### src/rtl/core/art_pkg.sv
// ----------------------------------------------------------------------------
// art_pkg
// Shared types and constants of the aging report table.
// ----------------------------------------------------------------------------
package art_pkg;

	localparam int TABLE_DEPTH = 16;
	localparam int IDX_W       = $clog2(TABLE_DEPTH);
	localparam int CNT_W       = $clog2(TABLE_DEPTH + 1);
	localparam int DATA_W      = 32;
	localparam int ZONE_W      = 8;
	localparam int FUNC_W      = 2;
	localparam int STATUS_W    = 2;
	localparam int LIVE_W      = 5;
	localparam int CFG_IDX_W   = 1;

	localparam logic [FUNC_W-1:0] FN_UPDATE = 2'd0;
	localparam logic [FUNC_W-1:0] FN_TICK   = 2'd1;
	localparam logic [FUNC_W-1:0] FN_SWEEP  = 2'd2;

	localparam logic [STATUS_W-1:0] STS_NONE    = 2'd0;
	localparam logic [STATUS_W-1:0] STS_REFRESH = 2'd0;
	localparam logic [STATUS_W-1:0] STS_INSERT  = 2'd1;
	localparam logic [STATUS_W-1:0] STS_DROP    = 2'd2;

	localparam logic [CFG_IDX_W-1:0] REG_EXPIRE = 1'b0;
	localparam logic [CFG_IDX_W-1:0] REG_RESEND = 1'b1;

	localparam logic [DATA_W-1:0] EXPIRE_RST = 32'd10000;
	localparam logic [DATA_W-1:0] RESEND_RST = 32'd1000;

	typedef struct packed {
		logic [DATA_W-1:0] id;
		logic [ZONE_W-1:0] zone;
		logic [DATA_W-1:0] distance;
		logic [DATA_W-1:0] heading;
		logic [DATA_W-1:0] updated_at;
		logic [DATA_W-1:0] sent_at;
		logic              was_sent;
	} entry_t;

	localparam int ENTRY_W = $bits(entry_t);

	typedef enum logic [3:0] {
		S_IDLE,
		S_U_RD,
		S_U_EV,
		S_U_MISS,
		S_P1_RD,
		S_P1_EX,
		S_P1_RS,
		S_P2_RD,
		S_P2_EV,
		S_P2_NX,
		S_OUT
	} state_t;

endpackage

### src/rtl/core/art_ram.sv
// ----------------------------------------------------------------------------
// art_ram
// Generic single-write, single-read RAM with registered read data.
// ----------------------------------------------------------------------------
module art_ram #(
	parameter int WIDTH = 8,
	parameter int DEPTH = 16
) (
	input  logic                     clk,
	input  logic                     wr_en,
	input  logic [$clog2(DEPTH)-1:0] waddr,
	input  logic [WIDTH-1:0]         wdata,
	input  logic                     rd_en,
	input  logic [$clog2(DEPTH)-1:0] raddr,
	output logic [WIDTH-1:0]         rdata
);

	logic [WIDTH-1:0] mem_q [DEPTH];

	always_ff @(posedge clk) begin
		if (wr_en) begin
			mem_q[waddr] <= wdata;
		end
		if (rd_en) begin
			rdata <= mem_q[raddr];
		end
	end

endmodule

### src/rtl/core/art_age_unit.sv
// ----------------------------------------------------------------------------
// art_age_unit
// Shared age comparator: flags when (now - stamp) mod 2^32 exceeds a limit.
// ----------------------------------------------------------------------------
module art_age_unit (
	input  logic [art_pkg::DATA_W-1:0] now_ticks,
	input  logic [art_pkg::DATA_W-1:0] stamp,
	input  logic [art_pkg::DATA_W-1:0] limit,
	output logic                       over
);

	import art_pkg::*;

	logic [DATA_W-1:0] age;

	assign age  = now_ticks - stamp;
	assign over = age > limit;

endmodule

### src/rtl/core/aging_report_table.sv
// ----------------------------------------------------------------------------
// aging_report_table
// Table of tracked entries with refresh/append, time tick and aging sweep.
// ----------------------------------------------------------------------------
// One item is handled at a time; in_ready is high only while idle. A tick
// or unused func goes from idle straight to its result word. An update
// searches the live entries in turn (one table read and one id compare
// each), adds an append-or-drop step on a miss, then gives its result word.
// A sweep runs a counting pass over the live entries (read, expiry check,
// resend check through the one shared age comparator) and a compaction
// pass (read, write back, advance); each result word waits for out_ready.
// These steps follow from the single read port of the table RAM and the
// single age comparator. Configuration writes are taken at any time.
module aging_report_table (
	input  logic                           clk,
	input  logic                           arst_n,
	input  logic                           cfg_valid,
	output logic                           cfg_ready,
	input  logic [art_pkg::CFG_IDX_W-1:0]  cfg_index,
	input  logic [art_pkg::DATA_W-1:0]     cfg_data,
	input  logic                           in_valid,
	output logic                           in_ready,
	input  logic [art_pkg::FUNC_W-1:0]     func,
	input  logic [art_pkg::DATA_W-1:0]     entry_id,
	input  logic [art_pkg::ZONE_W-1:0]     zone,
	input  logic [art_pkg::DATA_W-1:0]     distance,
	input  logic [art_pkg::DATA_W-1:0]     heading,
	output logic                           out_valid,
	input  logic                           out_ready,
	output logic                           is_report,
	output logic [art_pkg::DATA_W-1:0]     report_id,
	output logic [art_pkg::ZONE_W-1:0]     report_zone,
	output logic [art_pkg::DATA_W-1:0]     report_distance,
	output logic [art_pkg::DATA_W-1:0]     report_heading,
	output logic [art_pkg::LIVE_W-1:0]     live_count,
	output logic [art_pkg::STATUS_W-1:0]   status,
	output logic                           last
);

	import art_pkg::*;

	state_t            state_q, state_d;

	logic [DATA_W-1:0] id_q, dist_q, head_q;
	logic [ZONE_W-1:0] zone_q;
	logic [DATA_W-1:0] now_q, expire_q, resend_q;
	logic [CNT_W-1:0]  live_q, keep_q, wp_q, rep_total_q, rep_idx_q;
	logic [IDX_W-1:0]  k_q;
	logic [TABLE_DEPTH-1:0] alive_q, due_q;
	logic              ret_sweep_q;

	logic              ram_wr_en, ram_rd_en;
	logic [IDX_W-1:0]  ram_waddr;
	entry_t            ram_wdata, ram_rdata;
	logic [ENTRY_W-1:0] ram_rdata_raw;

	logic [DATA_W-1:0] age_stamp, age_limit;
	logic              age_over;

	logic              last_k, hit, table_full, due_now;

	art_ram #(
		.WIDTH(ENTRY_W),
		.DEPTH(TABLE_DEPTH)
	) u_ram (
		.clk  (clk),
		.wr_en(ram_wr_en),
		.waddr(ram_waddr),
		.wdata(ram_wdata),
		.rd_en(ram_rd_en),
		.raddr(k_q),
		.rdata(ram_rdata_raw)
	);

	assign ram_rdata = entry_t'(ram_rdata_raw);

	art_age_unit u_age (
		.now_ticks(now_q),
		.stamp    (age_stamp),
		.limit    (age_limit),
		.over     (age_over)
	);

	assign last_k     = (CNT_W'(k_q) + CNT_W'(1)) == live_q;
	assign hit        = ram_rdata.id == id_q;
	assign table_full = live_q >= CNT_W'(TABLE_DEPTH);
	assign due_now    = alive_q[k_q] && (!ram_rdata.was_sent || age_over);
	assign cfg_ready  = 1'b1;

	// next state
	always_comb begin
		state_d = state_q;
		unique case (state_q)
			S_IDLE: begin
				if (in_valid) begin
					case (func)
						FN_UPDATE: state_d = (live_q == '0) ? S_U_MISS : S_U_RD;
						FN_SWEEP:  state_d = (live_q == '0) ? S_OUT : S_P1_RD;
						default:   state_d = S_OUT;
					endcase
				end
			end
			S_U_RD:   state_d = S_U_EV;
			S_U_EV: begin
				if (hit) begin
					state_d = S_OUT;
				end else if (last_k) begin
					state_d = S_U_MISS;
				end else begin
					state_d = S_U_RD;
				end
			end
			S_U_MISS: state_d = S_OUT;
			S_P1_RD:  state_d = S_P1_EX;
			S_P1_EX:  state_d = S_P1_RS;
			S_P1_RS:  state_d = last_k ? S_P2_RD : S_P1_RD;
			S_P2_RD:  state_d = S_P2_EV;
			S_P2_EV:  state_d = due_q[k_q] ? S_OUT : S_P2_NX;
			S_P2_NX: begin
				if (!last_k) begin
					state_d = S_P2_RD;
				end else if (rep_total_q == '0) begin
					state_d = S_OUT;
				end else begin
					state_d = S_IDLE;
				end
			end
			S_OUT: begin
				if (out_ready) begin
					state_d = ret_sweep_q ? S_P2_NX : S_IDLE;
				end
			end
			default: state_d = S_IDLE;
		endcase
	end

	// control outputs
	always_comb begin
		in_ready  = 1'b0;
		out_valid = 1'b0;
		ram_rd_en = 1'b0;
		ram_wr_en = 1'b0;
		ram_waddr = k_q;
		ram_wdata = ram_rdata;
		age_stamp = ram_rdata.sent_at;
		age_limit = resend_q;
		unique case (state_q)
			S_IDLE: in_ready = 1'b1;
			S_U_RD, S_P1_RD, S_P2_RD: ram_rd_en = 1'b1;
			S_U_EV: begin
				ram_wr_en            = hit;
				ram_wdata.zone       = zone_q;
				ram_wdata.distance   = dist_q;
				ram_wdata.heading    = head_q;
				ram_wdata.updated_at = now_q;
			end
			S_U_MISS: begin
				ram_wr_en            = !table_full;
				ram_waddr            = live_q[IDX_W-1:0];
				ram_wdata.id         = id_q;
				ram_wdata.zone       = zone_q;
				ram_wdata.distance   = dist_q;
				ram_wdata.heading    = head_q;
				ram_wdata.updated_at = now_q;
				ram_wdata.sent_at    = '0;
				ram_wdata.was_sent   = 1'b0;
			end
			S_P1_EX: begin
				age_stamp = ram_rdata.updated_at;
				age_limit = expire_q;
			end
			S_P2_EV: begin
				ram_wr_en = alive_q[k_q];
				ram_waddr = wp_q[IDX_W-1:0];
				if (due_q[k_q]) begin
					ram_wdata.sent_at  = now_q;
					ram_wdata.was_sent = 1'b1;
				end
			end
			S_OUT: out_valid = 1'b1;
			default: ;
		endcase
	end

	// control registers
	always_ff @(posedge clk or negedge arst_n) begin
		if (!arst_n) begin
			state_q     <= S_IDLE;
			live_q      <= '0;
			now_q       <= '0;
			expire_q    <= EXPIRE_RST;
			resend_q    <= RESEND_RST;
			k_q         <= '0;
			keep_q      <= '0;
			wp_q        <= '0;
			rep_total_q <= '0;
			rep_idx_q   <= '0;
			ret_sweep_q <= 1'b0;
		end else begin
			state_q <= state_d;
			if (cfg_valid) begin
				unique case (cfg_index)
					REG_EXPIRE: expire_q <= cfg_data;
					REG_RESEND: resend_q <= cfg_data;
					default: ;
				endcase
			end
			case (state_q)
				S_IDLE: begin
					k_q         <= '0;
					keep_q      <= '0;
					wp_q        <= '0;
					rep_total_q <= '0;
					rep_idx_q   <= '0;
					ret_sweep_q <= 1'b0;
					if (in_valid && func == FN_TICK) begin
						now_q <= now_q + DATA_W'(1);
					end
				end
				S_U_EV: begin
					if (!hit) begin
						k_q <= k_q + IDX_W'(1);
					end
				end
				S_U_MISS: begin
					if (!table_full) begin
						live_q <= live_q + CNT_W'(1);
					end
				end
				S_P1_EX: begin
					if (!age_over) begin
						keep_q <= keep_q + CNT_W'(1);
					end
				end
				S_P1_RS: begin
					rep_total_q <= rep_total_q + CNT_W'(due_now);
					k_q         <= last_k ? '0 : k_q + IDX_W'(1);
				end
				S_P2_EV: begin
					if (alive_q[k_q]) begin
						wp_q <= wp_q + CNT_W'(1);
					end
					if (due_q[k_q]) begin
						rep_idx_q   <= rep_idx_q + CNT_W'(1);
						ret_sweep_q <= 1'b1;
					end
				end
				S_P2_NX: begin
					if (last_k) begin
						live_q      <= keep_q;
						ret_sweep_q <= 1'b0;
					end else begin
						k_q <= k_q + IDX_W'(1);
					end
				end
				default: ;
			endcase
		end
	end

	// item and result words
	always_ff @(posedge clk) begin
		case (state_q)
			S_IDLE: begin
				id_q   <= entry_id;
				zone_q <= zone;
				dist_q <= distance;
				head_q <= heading;
				is_report       <= 1'b0;
				report_id       <= '0;
				report_zone     <= '0;
				report_distance <= '0;
				report_heading  <= '0;
				live_count      <= LIVE_W'(live_q);
				status          <= STS_NONE;
				last            <= 1'b1;
			end
			S_U_EV: status <= STS_REFRESH;
			S_U_MISS: begin
				status     <= table_full ? STS_DROP : STS_INSERT;
				live_count <= table_full ? LIVE_W'(live_q) : LIVE_W'(live_q + CNT_W'(1));
			end
			S_P1_EX: alive_q[k_q] <= !age_over;
			S_P1_RS: due_q[k_q] <= due_now;
			S_P2_EV: begin
				is_report       <= 1'b1;
				report_id       <= ram_rdata.id;
				report_zone     <= ram_rdata.zone;
				report_distance <= ram_rdata.distance;
				report_heading  <= ram_rdata.heading;
				live_count      <= LIVE_W'(keep_q);
				status          <= STS_NONE;
				last            <= (rep_idx_q + CNT_W'(1)) == rep_total_q;
			end
			S_P2_NX: begin
				if (last_k && rep_total_q == '0) begin
					is_report       <= 1'b0;
					report_id       <= '0;
					report_zone     <= '0;
					report_distance <= '0;
					report_heading  <= '0;
					live_count      <= LIVE_W'(keep_q);
					status          <= STS_NONE;
					last            <= 1'b1;
				end
			end
			default: ;
		endcase
	end

endmodule

### config.mk
export PLATFORM = sky130hd
export DESIGN_NAME = aging_report_table
export DESIGN_NICKNAME = d
export VERILOG_FILES = /design/src/rtl/core/art_pkg.sv /design/src/rtl/core/art_ram.sv /design/src/rtl/core/art_age_unit.sv /design/src/rtl/core/aging_report_table.sv
export SDC_FILE = /design/constraint.sdc
export NUM_CORES = 2
export LEC_CHECK = 0
export BUFFER_PORTS_ARGS = -buffer_cell sky130_fd_sc_hd__buf_2
export CAP_MARGIN = 30
export CORE_UTILIZATION = 65
export DETAILED_ROUTE_END_ITERATION = 6
export PLACE_DENSITY = 0.8
export SYNTH_ARGS = -nofsm -noshare
export SYNTH_HDL_FRONTEND = slang
export SYNTH_HIERARCHICAL = 1
export SYNTH_SLANG_ARGS = --single-unit
### constraint.sdc
create_clock -name clk -period 23.3 [get_ports clk]
set_clock_uncertainty 0.2 [all_clocks]
set_input_delay 0 -clock clk [delete_from_list [all_inputs] [get_ports clk]]
set_output_delay 0 -clock clk [all_outputs]
set_load 0.02 [all_outputs]
# After elaboration in Yosys (flattened, before gate mapping)
# Memories as Yosys holds them, arrays and structs flattened. A register that Yosys moved wholly into a read port is not among the register bits.
# Cells that the tools add are included.
totals:
  mem_bits_ro: 0
  output_inout_bits: 116
  word_cells: 166
  latchBits: 0
  memories: 1
  ram_bits: 2704
  inputBits: 144
  regBits: 379
op_classes:
  eq_ne: 24
  bitwise_logic: 1
  multipliers: 0
  shifts: 0
  n_reduce_logical: 36
  order_cmp: 4
  div: 0
  addsub: 9
  mux: 66
mem_list:
  columns: ["memory", "depth", "width", "rd", "rd_clocked_by_memory_dff", "wr", "line", "source"]
  rows:
  - ["u_ram.mem_q", 16, 169, 1, 1, 1, "art_ram.sv:18", "logic [WIDTH-1:0] mem_q [DEPTH];"]
op_table:
  columns: ["cell", "count"]
  rows:
  - ["32-bit one-hot mux with 3 select lines", 3]
  - ["32-bit two-way mux", 4]
  - ["104-bit two-way mux", 1]
  - ["33-bit one-hot mux with 2 select lines", 1]
  - ["5-bit one-hot mux with 2 select lines", 5]
  - ["4-bit one-hot mux with 11 select lines", 1]
  - ["4-bit two-way mux", 10]
  - ["33-bit two-way mux", 1]
  - ["32-bit by 1-bit adder with 32-bit output, second input constant", 1]
  - ["16-bit bitwise mux", 2]
  - ["32-bit equality test", 1]
  - ["32-bit > comparator", 1]
  - ["32-bit subtractor", 1]
  - ["5-bit two-way mux", 6]
  - ["8-bit one-hot mux with 3 select lines", 1]
  - ["2-bit AND reduction", 11]
  - ["5-bit by 1-bit adder with 5-bit output, second input constant", 4]
  - ["5-bit one-hot mux with 4 select lines", 1]
  - ["2-bit != test, second input constant", 9]
  - ["4-bit by 3-bit equality test with 1-bit output, second input constant", 4]
  - ["4-bit one-hot mux with 2 select lines", 2]
  - ["4-bit one-hot mux with 4 select lines", 1]
  - ["4-bit equality test, second input constant", 3]
  - ["1-bit two-way mux", 12]
  - ["other kinds (30)", 54]

# Depth between registers and ports, before layout
depth:
  ltp_word: 8
  depth_mapped: 32
  mapped_depth_nobuf: 29

# Cells and area by module
# Netlist, hierarchy kept.
modules_own_cells:
  columns: ["mod", "cells_each", "area_each_um2", "n_inst", "seq_area_each_um2"]
  rows:
  - ["art_ram", 4430, 106591.0, 1, 86272.7]
  - ["aging_report_table", 1561, 18041.1, 1, 10719.0]
  - ["art_age_unit", 385, 2671.3, 1, 0.0]

# Least setup slack after synthesis
# OpenSTA, ideal clock, no wires.
synth_timing:
  path_type: "register to register"
  start: "reg state_q[2]"
  end: "mem u_ram/mem_q[0][0] (netlist bit) (enable)"
  t_required_ps: 22196
  t_arrival_ps: 13616
  n_path_buf: 1
  setup_time_ps: 904
  synth_period_minus_slack_ps: 14721
  setup_slack_ps: 8579
  stages_incl_launch_ff: 10
  path_cell_list: "dfrtp_1 > nand2b_1 > or3_1 > inv_2 > clkbuf_1 > nor2_1 > a22oi_1 > nand2_1 > or3b_2 > nor3_1"
synth_between:
  elab_cells_between_ends: 7
  cone_classes: "3 x eq/ne; 4 x mux"
synth_rtl:
  columns: ["element", "line", "source"]
  rows:
  - ["start, declared", "aging_report_table.sv:42", "state_t state_q, state_d;"]
  - ["start signal, assigned", "aging_report_table.sv:200", "state_q <= state_d;"]
  - ["4-bit equality test or 4-bit by 2-bit equality test with 1-bit output (tied branches)", "aging_report_table.sv:147", "unique case (state_q)"]
  - ["4-bit one-hot mux with 2 select lines *", "aging_report_table.sv:147", null]
  - ["via ram_waddr[2]", "aging_report_table.sv:53", "logic [IDX_W-1:0] ram_waddr;"]
  - ["end, declared", "art_ram.sv:18", null]
# Mark *: on every way through the listed nets, which the timed path passes. The rest lies on a longest branch.

# Worst setup path after layout
layout_timing:
  start: "reg state_q[3]"
  end: "reg rep_total_q[2]"
layout_between:
  elab_chain_len: 8
  elab_cells_between_ends: 12
  cone_classes: "2 x add/sub; 1 x order compare; 2 x eq/ne; 3 x mux; 4 x reduce/logical"
layout_rtl:
  columns: ["element", "line", "source"]
  rows:
  - ["4-bit by 3-bit equality test with 1-bit output", "aging_report_table.sv:147", null]
  - ["32-bit two-way mux", "aging_report_table.sv:147", null]
  - ["via age_stamp[23]", "aging_report_table.sv:57", "logic [DATA_W-1:0] age_stamp, age_limit;"]
  - ["32-bit subtractor", "art_age_unit.sv:16", "assign age = now_ticks - stamp;"]
  - ["32-bit > comparator", "art_age_unit.sv:17", "assign over = age > limit;"]
  - ["via age_over", "aging_report_table.sv:58", "logic age_over;"]
  - ["1-bit logical OR", "aging_report_table.sv:87", "assign due_now = alive_q[k_q] && (!ram_rdata.was_sent || age_over);"]
  - ["1-bit logical AND", "aging_report_table.sv:87", null]
  - ["via due_now", "aging_report_table.sv:60", "logic last_k, hit, table_full, due_now;"]
  - ["5-bit by 1-bit adder with 5-bit output", "aging_report_table.sv:236", "rep_total_q <= rep_total_q + CNT_W'(due_now);"]
  - ["5-bit one-hot mux with 2 select lines", "aging_report_table.sv:208", "case (state_q)"]
  - ["end signal, assigned", "aging_report_table.sv:236", null]
  - ["end, declared", "aging_report_table.sv:47", "logic [CNT_W-1:0] live_q, keep_q, wp_q, rep_total_q, rep_idx_q;"]
# The timed path passes the listed nets, and every way through them passes these cells.
# A chain may end at the register's enable or synchronous reset.

==> reports/qor.yml <==
worst_slew_pin_slew_ns: 1.16
globalplace.congestion: 0.875
clock_latency_ns: 0.97
fmax_mhz: 132
slowest_delay_ns: 0.68
first_global_vias: 71900
vias_per_cell: 6.99
seq_area_mm2: 0.0970
port-buffer-count: 258
clk_pin_slew_ns: 0.07
rsz0062_at_grt: "no"
setup_viol: 0
dp_hpwl_mm: 154
powerDensity_mw_per_mm2: 126
irDropWorstVdd_mv: 0.0998
hold_end: "state_q[2]$_DFFE_PN0P_"
dr_wl_met2_mm: 170
cellLeakagePower_nw: 47.7
final_util: 0.746
drt_iter0_markers: 10600
netlist_top_cells_area: "edfxtp_1, mux4_2, dfrtp_1, mux2_2, a22oi_1"
drc: 2
synthesis.area_mm2: 0.127
violations: "design-rule violations"
fin_nets: 7309
cts_max_level: 5
ff2ff_path_depth: 28
cp-start-kind: "flip-flop"
fin_crit_ns: 7.57
multi_input_area_mm2: 0.0287
ys_types: 91
overflow: 0
dieArea_mm2: 0.198
area_growth_pct: 14.2
hold_ws_ns: 0.0656
rr_startpoint: "state_q[3]$_DFFE_PN0P_"
ant_nets: 0
outcome: "finished, violations left"
min_delay_path_depth: 7
arrival_ns: 8.20
groute.usage.overall: 0.348
yosysTopAreaCellShare: 0.736
cts_resized: 0
firstDrtPassIters: 7
clockBufferDepth: 4
coreArea_mm2: 0.195
highest_layer: "met5"
r2r-end: "rep_total_q[2]$_DFFE_PN0P_"
cp_max_fo: 39
hold_path_class: "in2reg"
critPathCaptureType: "flip-flop"
setup_tns_ns: 0
synthCells: 6376
route.met3.wl_mm: 41.3
synth_warnings: 6
hold_buffers: 291
wl_mm: 344
avgSynthCellArea_um2: 20.0
cts_buffers: 328
die_h_um: 445
cap_violations: 0
drive_gt1_frac: 0.249
synth_top_area_cell: "edfxtp_1"
cts_setup_buffers: 0
die_w_um: 445
fp-row-count: 162
antenna_found_initial: 6
io_pins: 260
cp_slowest_cell: "nor2_4"
drv_slew: 0
synthArstFlopShare: 0.0397
grt_pass1_wl_mm: 491
min_from: "func[0]"
ys.flop_type: "edfxtp_1"
fillCellCount: 9950
finalCritPeriodShare: 0.325
wl_met1_mm: 114
maxSlewHeadroom: 0.224
synth_edf_count: 3122
start_util: 0.654
critPathRequiredTime_ns: 23.93
vias: 69600
cts_tree: "done"
critPathMostFrequentCell: "ha_1"
hold_viol: 0
cts.root.buffer_cell: "clkbuf_16"
ys_seq_area_frac: 0.762
synth_seq_cells: 3251
criticalPathCategory: "reg2reg"
syn_nets: 6596
r2r_slack_ns: 15.73
wl_per_cell_um: 34.5
grt_max_degree: 142
cts.sinks: 3251
## Yosys cell counts, types with 10 or more instances
| cell | instances |
|---|---|
| a31oi_1 | 13 |
| a221oi_1 | 20 |
| o21ai_0 | 101 |
| nor2b_1 | 45 |
| and2_1 | 110 |
| a22oi_1 | 287 |
| buf_2 | 104 |
| nand4_1 | 28 |
| nand2_1 | 560 |
| nand2b_1 | 41 |
| mux2_2 | 262 |
| nor2_1 | 100 |
| buf_1 | 29 |
| edfxtp_1 | 3122 |
| nand3_1 | 23 |
| buf_4 | 38 |
| a21o_1 | 26 |
| nor3_1 | 16 |
| ha_1 | 75 |
| xnor2_1 | 80 |
| and3_1 | 10 |
| dfstp_2 | 11 |
| mux2i_1 | 44 |
| inv_1 | 83 |
| clkbuf_1 | 149 |
| xor2_1 | 30 |
| mux4_2 | 632 |
| dfrtp_1 | 118 |
| o221ai_1 | 31 |
| a21oi_1 | 57 |
## report_power, final
part / switching [W] / total [W] / internal, W
Combinational: 0.00298 / 0.00455 / 0.00157
Clock: 0.00223 / 0.00516 / 0.00293
Sequential: 0.000394 / 0.00856 / 0.00816
## worst max path at each step
stage / start / to / slack (ns) / cells after the start
2_1_floorplan: state_q[2]$_DFFE_PN0P_ / u_ram/mem_q[0][0]$_DFFE_PP_ / 8.58 / 9
3_3_place_gp: state_q[2]$_DFFE_PN0P_ / rep_total_q[4]$_DFFE_PN0P_ / 16.01 / 28
3_5_place_dp: state_q[2]$_DFFE_PN0P_ / rep_total_q[4]$_DFFE_PN0P_ / 15.87 / 28
4_1_cts: state_q[3]$_DFFE_PN0P_ / rep_total_q[4]$_DFFE_PN0P_ / 15.89 / 29
5_1_grt: state_q[3]$_DFFE_PN0P_ / rep_total_q[2]$_DFFE_PN0P_ / 15.32 / 28
6_report: state_q[3]$_DFFE_PN0P_ / rep_total_q[2]$_DFFE_PN0P_ / 15.73 / 28
## critical path: cells and delay by family (launching register included)
| kind | cells | cell delay (ns) |
|---|---|---|
| xor gates and xnor gates | 1 | 0.13 |
| and+or+nand+nor | 8 | 1.88 |
| buffers and inverters | 4 | 1.16 |
| AOI/OAI and AO/OA | 11 | 2.32 |
| DFF | 1 | 0.60 |
| adders and majority gates | 4 | 1.08 |
## cell type report
type	instances	area share
diodes	4	0.0000689
repair buffers	707	0.0406
multi-input cells	2714	0.197
clock inverters	158	0.00997
well taps	2624	0.0226
inverters	87	0.00233
clock buffers	408	0.0598
flip-flops and latches	3251	0.667
## metal layers
metal	GRT usage	up-vias
met5	0	-
met4	0.171	2
met3	0.0687	1097
met2	0.569	5868
met1	0.454	35400
li1	-	27200
## through the flow
| stage | instance area [µm²] | worst slack (ns) | total power [W] | instances |
|---|---|---|---|---|
| after floorplan | 127000 | 8.58 | 0.0115 | 6376 |
| after CTS | 145000 | 15.89 | 0.0181 | 9942 |
| after global routing | 145000 | 15.32 | 0.0187 | 9950 |
| after global placement | 132000 | 16.01 | 0.0127 | 9072 |
| final | 145000 | 15.73 | 0.0183 | 9953 |
| after detailed placement | 132000 | 15.87 | 0.0129 | 9085 |
## cells by family (layout without fill, tap and decap cells)
group                    Yosys count  in the layout  share of synthesized area
multiplexers                     940            940                      0.139
AND/OR/NAND/NOR                  970            970                     0.0350
flip-flops                      3251           3251                      0.762
buffers and inverters            411           1360                     0.0145
other                              1              5                  0.0000295
adder cells (fa/ha/maj)           76             76                    0.00753
XOR/XNOR                         110            110                    0.00757
AO/OA/AOI/OAI                    617            617                     0.0346
## state kept, by name, indices dropped and copies added (netlist names), 8 cells and up
signal           flops
alive_q             16
dist_q              32
due_q               16
expire_q            32
head_q              32
id_q                32
now_q               32
report_distance     32
report_heading      32
report_id           32
report_zone          8
resend_q            32
u_ram/mem_q       2704
u_ram/rdata        169
zone_q               8
## cells in the final DEF, fill, tap and decap left out, drive strengths merged, types with 19 or more instances in the layout
cell type    count
mux4           634
a21o            27
nand2b          41
inv             91
mux2           262
nor2b           45
clkinv         117
dlygate4sd3    290
bufinv          26
dfrtp          118
o21ai          109
nand3           24
mux2i           44
nor2           100
nand2          561
xor2            30
ha              75
a22oi          287
o221ai          32
buf            417
edfxtp        3122
a221oi          21
clkbuf         408
nor3            19
and2           110
xnor2           80
nand4           29
a21oi           58
No activity file was read; power rests on OpenSTA's default activity.
